--- config.mk ---
export PLATFORM = sky130hd
export DESIGN_NAME = pdf_token_lexer
export DESIGN_NICKNAME = d
export VERILOG_FILES = /design/src/rtl/ptl_pkg.sv /design/src/rtl/ptl_front.sv /design/src/rtl/ptl_queue.sv /design/src/rtl/ptl_back.sv /design/src/rtl/pdf_token_lexer.sv
export SDC_FILE = /design/constraint.sdc
export NUM_CORES = 1
export LEC_CHECK = 0
export ABC_CLOCK_PERIOD_IN_PS = 8430
export CORE_MARGIN = 2
export CORE_UTILIZATION = 58
export CTS_CLUSTER_DIAMETER = 30
export DETAILED_ROUTE_END_ITERATION = 12
export DONT_BUFFER_PORTS = 1
export MAX_ROUTING_LAYER = met4
export PLACE_DENSITY_LB_ADDON = 0.08
export SETUP_SLACK_MARGIN = 0.3
export SLEW_MARGIN = 20
export SYNTH_ARGS = -nofsm -noshare
export SYNTH_HDL_FRONTEND = slang
export SYNTH_HIERARCHICAL = 1
export SYNTH_SLANG_ARGS = --single-unit
--- constraint.sdc ---
create_clock -name clk -period 8.43 [get_ports clk]
set_input_delay 0.4215 -clock clk [delete_from_list [all_inputs] [get_ports clk]]
set_output_delay 0.4215 -clock clk [all_outputs]
set_load 0.05 [all_outputs]
--- src/rtl/ptl_pkg.sv ---
// Shared types and constants for the PDF token lexer.
`timescale 1ns / 1ps

package ptl_pkg;

    // Width of the byte position and token length counters.
    localparam int POSITION_BITS = 32;
    localparam int FIELD_BITS    = 32;
    localparam int QUEUE_DEPTH   = 4;
    localparam int QUEUE_AW      = $clog2(QUEUE_DEPTH);
    localparam int MAX_RESULTS   = 3;

    typedef enum logic [2:0] {
        KIND_INT   = 3'd0,
        KIND_REAL  = 3'd1,
        KIND_NAME  = 3'd2,
        KIND_WORD  = 3'd3,
        KIND_DELIM = 3'd4,
        KIND_DONE  = 3'd5,
        KIND_NONE  = 3'd7
    } kind_t;

    typedef struct packed {
        logic [7:0] data_byte;
        logic       byte_valid;
        logic       end_of_buffer;
    } in_item_t;

    typedef struct packed {
        logic [2:0]            token_kind;
        logic [FIELD_BITS-1:0] token_position;
        logic [FIELD_BITS-1:0] token_length;
        logic                  last_of_run;
    } out_item_t;

    // One token as produced by the front end, before the last-of-run mark.
    typedef struct packed {
        logic [2:0]            kind;
        logic [FIELD_BITS-1:0] position;
        logic [FIELD_BITS-1:0] length;
    } token_t;

    // All results caused by one input item; count runs from 1 to MAX_RESULTS.
    typedef struct packed {
        logic [1:0]                   count;
        token_t [MAX_RESULTS-1:0]     tokens;
    } group_t;

    typedef struct packed {
        logic   write;
        group_t group;
    } group_wr_t;

endpackage

--- src/rtl/ptl_front.sv ---
// Front end: takes bytes, tracks the open token and builds result groups.
`timescale 1ns / 1ps

module ptl_front (
    input  logic                 clk,
    input  logic                 rst_n,
    input  logic                 accept,
    input  ptl_pkg::in_item_t    item,
    output ptl_pkg::group_wr_t   group_wr
);

    localparam int PW = ptl_pkg::POSITION_BITS;

    localparam logic [7:0] CH_SPACE   = 8'h20;
    localparam logic [7:0] CH_PERCENT = 8'h25;
    localparam logic [7:0] CH_LF      = 8'h0A;
    localparam logic [7:0] CH_CR      = 8'h0D;
    localparam logic [7:0] CH_BANG    = 8'h21;
    localparam logic [7:0] CH_TILDE   = 8'h7E;
    localparam logic [7:0] CH_PLUS    = 8'h2B;
    localparam logic [7:0] CH_MINUS   = 8'h2D;
    localparam logic [7:0] CH_DOT     = 8'h2E;
    localparam logic [7:0] CH_SLASH   = 8'h2F;
    localparam logic [7:0] CH_LT      = 8'h3C;
    localparam logic [7:0] CH_GT      = 8'h3E;
    localparam logic [7:0] CH_LBRACK  = 8'h5B;
    localparam logic [7:0] CH_RBRACK  = 8'h5D;
    localparam logic [7:0] CH_LPAREN  = 8'h28;
    localparam logic [7:0] CH_RPAREN  = 8'h29;
    localparam logic [7:0] CH_LBRACE  = 8'h7B;
    localparam logic [7:0] CH_RBRACE  = 8'h7D;
    localparam logic [7:0] CH_ZERO    = 8'h30;
    localparam logic [7:0] CH_NINE    = 8'h39;

    typedef struct packed {
        logic            brk;
        ptl_pkg::kind_t  kind;
    } step_t;

    function automatic logic is_digit(logic [7:0] ch);
        return (ch >= CH_ZERO) && (ch <= CH_NINE);
    endfunction

    function automatic logic is_blank(logic [7:0] ch);
        return ch inside {8'h00, CH_SPACE, [8'h09:CH_CR]};
    endfunction

    function automatic logic [PW-1:0] sat_inc(logic [PW-1:0] v);
        return (&v) ? v : v + PW'(1);
    endfunction

    // Kind after taking ch into a token of kind k; KIND_NONE means first byte.
    function automatic step_t next_kind(ptl_pkg::kind_t k, logic [7:0] ch,
                                        logic len_one, logic [7:0] prev);
        step_t r;
        r.brk  = 1'b0;
        r.kind = k;
        if (is_digit(ch)) begin
            if (k == ptl_pkg::KIND_DELIM)
                r.brk = 1'b1;
            else if (k == ptl_pkg::KIND_NONE)
                r.kind = ptl_pkg::KIND_INT;
        end
        else begin
            case (ch)
                CH_PLUS, CH_MINUS:
                begin
                    if (k == ptl_pkg::KIND_NONE)
                        r.kind = ptl_pkg::KIND_INT;
                    else if (k == ptl_pkg::KIND_INT || k == ptl_pkg::KIND_REAL)
                        r.kind = ptl_pkg::KIND_WORD;
                    else if (k == ptl_pkg::KIND_DELIM)
                        r.brk = 1'b1;
                end
                CH_DOT:
                begin
                    if (k == ptl_pkg::KIND_NONE || k == ptl_pkg::KIND_INT)
                        r.kind = ptl_pkg::KIND_REAL;
                    else if (k == ptl_pkg::KIND_REAL)
                        r.kind = ptl_pkg::KIND_WORD;
                    else if (k == ptl_pkg::KIND_DELIM)
                        r.brk = 1'b1;
                end
                CH_SLASH:
                begin
                    if (k == ptl_pkg::KIND_NONE)
                        r.kind = ptl_pkg::KIND_NAME;
                    else
                        r.brk = 1'b1;
                end
                CH_LT, CH_GT:
                begin
                    // Only a doubled angle bracket extends a token.
                    if (k == ptl_pkg::KIND_NONE)
                        r.kind = ptl_pkg::KIND_DELIM;
                    else if (!(len_one && prev == ch))
                        r.brk = 1'b1;
                end
                CH_LBRACK, CH_RBRACK, CH_LPAREN, CH_RPAREN, CH_LBRACE, CH_RBRACE:
                begin
                    if (k == ptl_pkg::KIND_NONE)
                        r.kind = ptl_pkg::KIND_DELIM;
                    else
                        r.brk = 1'b1;
                end
                default:
                begin
                    if (is_blank(ch) || ch == CH_PERCENT)
                        r.brk = 1'b1;
                    else if (k == ptl_pkg::KIND_NAME) begin
                        if (ch < CH_BANG || ch > CH_TILDE)
                            r.kind = ptl_pkg::KIND_WORD;
                    end
                    else if (k == ptl_pkg::KIND_DELIM)
                        r.brk = 1'b1;
                    else
                        r.kind = ptl_pkg::KIND_WORD;
                end
            endcase
        end
        return r;
    endfunction

    function automatic ptl_pkg::token_t make_token(ptl_pkg::kind_t k, logic seen,
                                                   logic [PW-1:0] start,
                                                   logic [PW-1:0] len);
        ptl_pkg::token_t t;
        ptl_pkg::kind_t  kk;
        kk = k;
        if ((k == ptl_pkg::KIND_INT || k == ptl_pkg::KIND_REAL) && !seen)
            kk = ptl_pkg::KIND_WORD;
        t.kind     = kk;
        t.position = ptl_pkg::FIELD_BITS'(start);
        t.length   = ptl_pkg::FIELD_BITS'(len);
        return t;
    endfunction

    logic [PW-1:0]   position_reg, position_next;
    logic            comment_reg, comment_next;
    ptl_pkg::kind_t  kind_reg, kind_next;
    logic [PW-1:0]   start_reg, start_next;
    logic [PW-1:0]   length_reg, length_next;
    logic [7:0]      prev_reg, prev_next;
    logic            seen_reg, seen_next;

    ptl_pkg::group_t group;
    logic [1:0]      n;
    step_t           step;
    step_t           first_step;
    logic            taken;
    logic [7:0]      ch;

    always_comb
    begin
        position_next = position_reg;
        comment_next  = comment_reg;
        kind_next     = kind_reg;
        start_next    = start_reg;
        length_next   = length_reg;
        prev_next     = prev_reg;
        seen_next     = seen_reg;
        group         = '0;
        n             = 2'd0;
        taken         = 1'b0;
        ch            = item.data_byte;
        step = next_kind(kind_reg, ch, length_reg == PW'(1), prev_reg);
        first_step = next_kind(ptl_pkg::KIND_NONE, ch, 1'b0, CH_SPACE);

        if (item.byte_valid) begin
            if (kind_reg != ptl_pkg::KIND_NONE) begin
                if (step.brk) begin
                    group.tokens[n] = make_token(kind_reg, seen_reg, start_reg, length_reg);
                    n         = n + 2'd1;
                    kind_next = ptl_pkg::KIND_NONE;
                end
                else begin
                    kind_next   = step.kind;
                    length_next = sat_inc(length_reg);
                    if (is_digit(ch))
                        seen_next = 1'b1;
                    taken = 1'b1;
                end
            end
            // The breaking byte is then handled as the first byte after the token.
            if (!taken) begin
                if (comment_reg) begin
                    if (ch == CH_LF || ch == CH_CR)
                        comment_next = 1'b0;
                end
                else if (ch == CH_PERCENT)
                    comment_next = 1'b1;
                else if (!is_blank(ch)) begin
                    kind_next   = first_step.kind;
                    start_next  = position_reg;
                    length_next = PW'(1);
                    seen_next   = is_digit(ch);
                end
            end
            prev_next     = ch;
            position_next = sat_inc(position_reg);
        end

        if (item.end_of_buffer) begin
            if (kind_next != ptl_pkg::KIND_NONE) begin
                group.tokens[n] = make_token(kind_next, seen_next, start_next, length_next);
                n = n + 2'd1;
            end
            group.tokens[n].kind     = ptl_pkg::KIND_DONE;
            group.tokens[n].position = ptl_pkg::FIELD_BITS'(position_next);
            group.tokens[n].length   = '0;
            n = n + 2'd1;
            // Start the next buffer from a clean state.
            position_next = '0;
            comment_next  = 1'b0;
            kind_next     = ptl_pkg::KIND_NONE;
            start_next    = '0;
            length_next   = '0;
            prev_next     = CH_SPACE;
            seen_next     = 1'b0;
        end
        group.count = n;
    end

    assign group_wr.write = accept && (n != 2'd0);
    assign group_wr.group = group;

    always_ff @(posedge clk or negedge rst_n)
    begin
        if (!rst_n) begin
            position_reg <= '0;
            comment_reg  <= 1'b0;
            kind_reg     <= ptl_pkg::KIND_NONE;
            start_reg    <= '0;
            length_reg   <= '0;
            prev_reg     <= CH_SPACE;
            seen_reg     <= 1'b0;
        end
        else if (accept) begin
            position_reg <= position_next;
            comment_reg  <= comment_next;
            kind_reg     <= kind_next;
            start_reg    <= start_next;
            length_reg   <= length_next;
            prev_reg     <= prev_next;
            seen_reg     <= seen_next;
        end
    end

endmodule

--- src/rtl/ptl_queue.sv ---
// Short queue of result groups between the front and back ends.
`timescale 1ns / 1ps

module ptl_queue (
    input  logic                clk,
    input  logic                rst_n,
    input  ptl_pkg::group_wr_t  group_wr,
    input  logic                release_head,
    output ptl_pkg::group_t     head,
    output logic                full,
    output logic                empty
);

    localparam int AW = ptl_pkg::QUEUE_AW;

    ptl_pkg::group_t mem [ptl_pkg::QUEUE_DEPTH];

    logic [AW-1:0] wr_ptr_reg, rd_ptr_reg;
    logic [AW:0]   count_reg, count_next;
    logic          do_write, do_read;

    assign full     = (count_reg == (AW+1)'(ptl_pkg::QUEUE_DEPTH));
    assign empty    = (count_reg == '0);
    assign do_write = group_wr.write && !full;
    assign do_read  = release_head && !empty;
    assign head     = mem[rd_ptr_reg];

    always_comb
    begin
        count_next = count_reg;
        if (do_write && !do_read)
            count_next = count_reg + (AW+1)'(1);
        else if (do_read && !do_write)
            count_next = count_reg - (AW+1)'(1);
    end

    always_ff @(posedge clk)
    begin
        if (do_write)
            mem[wr_ptr_reg] <= group_wr.group;
    end

    always_ff @(posedge clk or negedge rst_n)
    begin
        if (!rst_n) begin
            wr_ptr_reg <= '0;
            rd_ptr_reg <= '0;
            count_reg  <= '0;
        end
        else begin
            if (do_write)
                wr_ptr_reg <= wr_ptr_reg + AW'(1);
            if (do_read)
                rd_ptr_reg <= rd_ptr_reg + AW'(1);
            count_reg <= count_next;
        end
    end

endmodule

--- src/rtl/ptl_back.sv ---
// Back end: hands out the results of each queued group one at a time.
`timescale 1ns / 1ps

module ptl_back (
    input  logic                clk,
    input  logic                rst_n,
    input  ptl_pkg::group_t     head,
    input  logic                head_empty,
    input  logic                pop,
    output logic                release_head,
    output ptl_pkg::out_item_t  result
);

    logic [1:0]      index_reg, index_next;
    logic            last;
    ptl_pkg::token_t tok;

    assign tok  = head.tokens[index_reg];
    assign last = (index_reg == head.count - 2'd1);

    assign result.token_kind     = tok.kind;
    assign result.token_position = tok.position;
    assign result.token_length   = tok.length;
    assign result.last_of_run    = last;

    assign release_head = pop && !head_empty && last;

    always_comb
    begin
        index_next = index_reg;
        if (pop && !head_empty)
            index_next = last ? 2'd0 : index_reg + 2'd1;
    end

    always_ff @(posedge clk or negedge rst_n)
    begin
        if (!rst_n)
            index_reg <= 2'd0;
        else
            index_reg <= index_next;
    end

endmodule

--- src/rtl/pdf_token_lexer.sv ---
// Top level of the PDF token lexer.
//
//  channel  | handshake          | payload
//  ---------+--------------------+---------------------------------------------
//  input    | push / full        | item   : data_byte, byte_valid, end_of_buffer
//  result   | empty / pop        | result : token_kind, token_position,
//           |                    |          token_length, last_of_run
//
// One byte is taken per cycle unless full; the lexer state updates as it is taken.
// An item's results (up to three) are queued together as one group and
// leave at one per popped cycle, so the result side sets the sustained rate.
// full rises only when the four-group queue between front and back is full.
// Reset clears the lexer state and empties the queue.
`timescale 1ns / 1ps

module pdf_token_lexer (
    input  logic                clk,
    input  logic                rst_n,
    input  logic                push,
    output logic                full,
    input  ptl_pkg::in_item_t   item,
    output logic                empty,
    input  logic                pop,
    output ptl_pkg::out_item_t  result
);

    ptl_pkg::group_wr_t group_wr;
    ptl_pkg::group_t    head;
    logic               release_head;
    logic               accept;

    assign accept = push && !full;

    ptl_front u_front (
        .clk      (clk),
        .rst_n    (rst_n),
        .accept   (accept),
        .item     (item),
        .group_wr (group_wr)
    );

    ptl_queue u_queue (
        .clk          (clk),
        .rst_n        (rst_n),
        .group_wr     (group_wr),
        .release_head (release_head),
        .head         (head),
        .full         (full),
        .empty        (empty)
    );

    ptl_back u_back (
        .clk          (clk),
        .rst_n        (rst_n),
        .head         (head),
        .head_empty   (empty),
        .pop          (pop),
        .release_head (release_head),
        .result       (result)
    );

endmodule

==> reports/results.txt <==
status = complete, no violations
post-route ant nets = 0
CP endpoint kind = register
routability cong. = 0.886
average cell area after synthesis = 15.7 sq um
cts bufs inserted = 166
Worst Setup Slack, final = 3.02 ns
Critical Path Start Type = register
RSZ-0062 raised after global routing = no
Synth Register Bits = 930
Die ar. = 73,200 sq um
Worst Max-Slew Pin Slew = 1.15 ns
GRT Residual Overflow = 0
crit path DAT = 5.84 ns
IO Pins = 84
post-DR wirelength/cell = 25.6 um
fin. max-slew vios = 0
Reg clk slew, reported paths = 0.04 ns
WL final = 95.5 mm
TritonCTS clock tree = built
Max Cap Viol = 0
GRT Total Usage = 27.5%
cells along the critical path = inv_1, ha_1, nor4b_1, nand4_1, nor4_1, or3_4, a31o_1, nand2_2, a311o_1, nand3_1, inv_1, ha_1, buf_4, nand2_1, nand2_1, o21ai_0
Die X-Extent = 271 um
Post-Route Utilization = 67.6%
Synthesis Warnings = 6
# H-tree levels = 4
Skew-Pair Late Insertion Delay = 0.74 ns
number of global-route vias before repair = 24,808
post-synthesis sequential area ratio = 66.3%
leakage power = 0.0163 uW
largest net degree at the start of global routing = 124
DRT Pass-1 Iters = 7
total core area = 70,100 sq um
post-synth cell types = 88
DR iter-0 viols = 2,349
slew margin rel. = 23.1%
Largest register FFs = 812
Tmin final = 5.41 ns
final hold vios = 0
DP Cell Count = 3,400
final number of setup-violating endpoints = 0
CP peak stage delay = 0.70 ns
Peak Freq = 185 MHz
clock buffer depth = 3
first-pass GRT wire length = 148 mm
root buf cell = clkbuf_16
Post-CTS Setup Bufs = 0
layout cells sized above 1 = 18.8%
Req. time, crit path = 8.86 ns
total power = 17,100 uW
Largest Register = u_queue/mem
Final Skew = 0.0319 ns
fin crit share = 64.1%
slowest CP cell = o21ai_0
site row count = 97
die height = 271 um
initial antenna violation count = 1
CP max FO = 22
Vias/cell = 6.39
mapped cell area = 41,200 sq um
CTS Sinks = 930
asr flop ratio synth = 12.7%
Post-layout nets = 2,671
Initial Utilization = 58.8%
Post-CTS Resized = 0
register area = 27,400 sq um
Mapped Cells = 2,627
Hold Path Depth = 2
Min-Delay Path Class = in -> reg
Area Overhead vs Synth = 15.0%
Setup TNS = 0 ns
DP HPWL = 52.4 mm
multi-input logic area = 12,500 sq um
P per Cell Area = 361 nW/um^2
# port buffers = 0
n_diodes = 0
worst slack, placed = 3.17 ns
VDD IR max = 0.272 mV
Setup CP Type = reg -> reg
fin cells = 3,728
DRC Markers = 0
number of synthesized flops with an enable pin = 812
r2r worst-path depth = 16
fillcell total = 4,797
total number of vias = 23,826
Synth Flop Type = edfxtp_1
cell usage in the layout, fill, tap and decap left out, drive strengths merged, types with 23 or more instances in the layout:
master     n
a21oi     84
a22oi     33
a31oi     43
and3      28
buf       37
bufinv    23
clkbuf   205
clkinv    51
conb      64
dfrtp    114
edfxtp   812
inv       39
mux2i     94
mux4     203
nand2    195
nand3     52
nand4     25
nor2     106
o21ai    171
o2bb2ai   64
o31ai     47
xnor2     30
per-stage QoR:
stage               area, sq um  hold slack [ns]
global route              47400           0.0370
floorplan                 41400            0.126
global placement          41500            0.138
detailed placement        41500            0.137
CTS                       47400          0.00136
finish                    47400           0.0359
Yosys cell counts, types with 21 or more instances:
cell type / number / area share, %
inv_1: 25 / 0.23
and3_1: 28 / 0.43
buf_2: 47 / 0.57
o21ai_1: 90 / 1.1
o2bb2ai_1: 64 / 1.4
nand4_1: 25 / 0.38
xnor2_1: 30 / 0.64
o31ai_1: 47 / 0.86
clkbuf_1: 107 / 0.97
a22oi_1: 33 / 0.60
edfxtp_1: 812 / 59
mux4_2: 180 / 9.8
nor3_1: 22 / 0.27
mux2i_1: 93 / 2.3
o21ai_0: 81 / 0.98
nand2_1: 194 / 1.8
mux4_1: 23 / 1.5
buf_4: 80 / 1.5
nor2_1: 106 / 0.97
buf_6: 23 / 0.63
xor2_1: 22 / 0.47
a31oi_1: 39 / 0.59
nand3_1: 50 / 0.61
o22ai_1: 21 / 0.32
dfrtp_1: 114 / 6.9
a21oi_1: 83 / 1.0
timing repair:
| action | CTS | global route |
|---|---|---|
| hold buffers | 18 | 0 |
| endpoints found under the hold margin | 165 | 0 |
| setup endpoints to repair | 0 | 0 |
worst max-delay path, delay by kind of cell (launching register included):
| family | cells | cell delay [ns] |
|---|---|---|
| DFF | 1 | 0.42 |
| and+or+nand+nor | 8 | 2.39 |
| adders and majority gates | 2 | 0.35 |
| AOI/OAI and AO/OA | 3 | 1.55 |
| buffers and inverters | 3 | 0.42 |
kinds of logic after synthesis:
logic type      share of synthesized area [%]
flops                                    66.3
buf+inv                                  4.01
mux                                      13.7
simple gates                             6.11
other cells                           0.00910
compound gates                           8.38
xor+xnor                                 1.11
fa+ha+maj                               0.352
final cells by class:
class                           instances  share of cell area (%)
Clock buffer                          205                    9.47
Clock inverter                        105                    2.62
Timing Repair Buffer                   53                    1.17
Multi-Input combinational cell       1468                    26.3
Sequential cell                       930                    57.7
Inverter                               27                   0.214
Tap cell                              940                    2.48
where the power goes:
group / total, uW / switching [uW] / internal, uW
sequential: 5880 / 321 / 5560
combinational: 4550 / 3090 / 1460
clock: 6710 / 2220 / 4490
total: 17100 / 5630 / 11500
per-layer routing:
| layer | wire length, um | track usage [%] |
|---|---|---|
| met1 | 38000 | 34.3 |
| met5 | 0 | - |
| met2 | 49600 | 46.0 |
| met4 | 2560 | 9.49 |
| met3 | 5350 | 4.39 |
path summary, 6_finish.rpt:
check / start / endpoint / slack, ns
setup / recovery: u_front/length_reg[1] / u_queue/mem[0][1] / 3.02
hold / removal: pop / u_back/index_reg[1] / 0.04
min in group asynchronous: rst_n / u_front/start_reg[26] / 0.37
setup reg to reg: u_front/length_reg[1] / u_queue/mem[0][1] / 3.02
max in group asynchronous: rst_n / u_back/index_reg[1] / 7.45
hold reg to reg: u_queue/count_reg[2] / u_queue/count_reg[2] / 0.49
No activity file was read; power rests on OpenSTA's default activity.
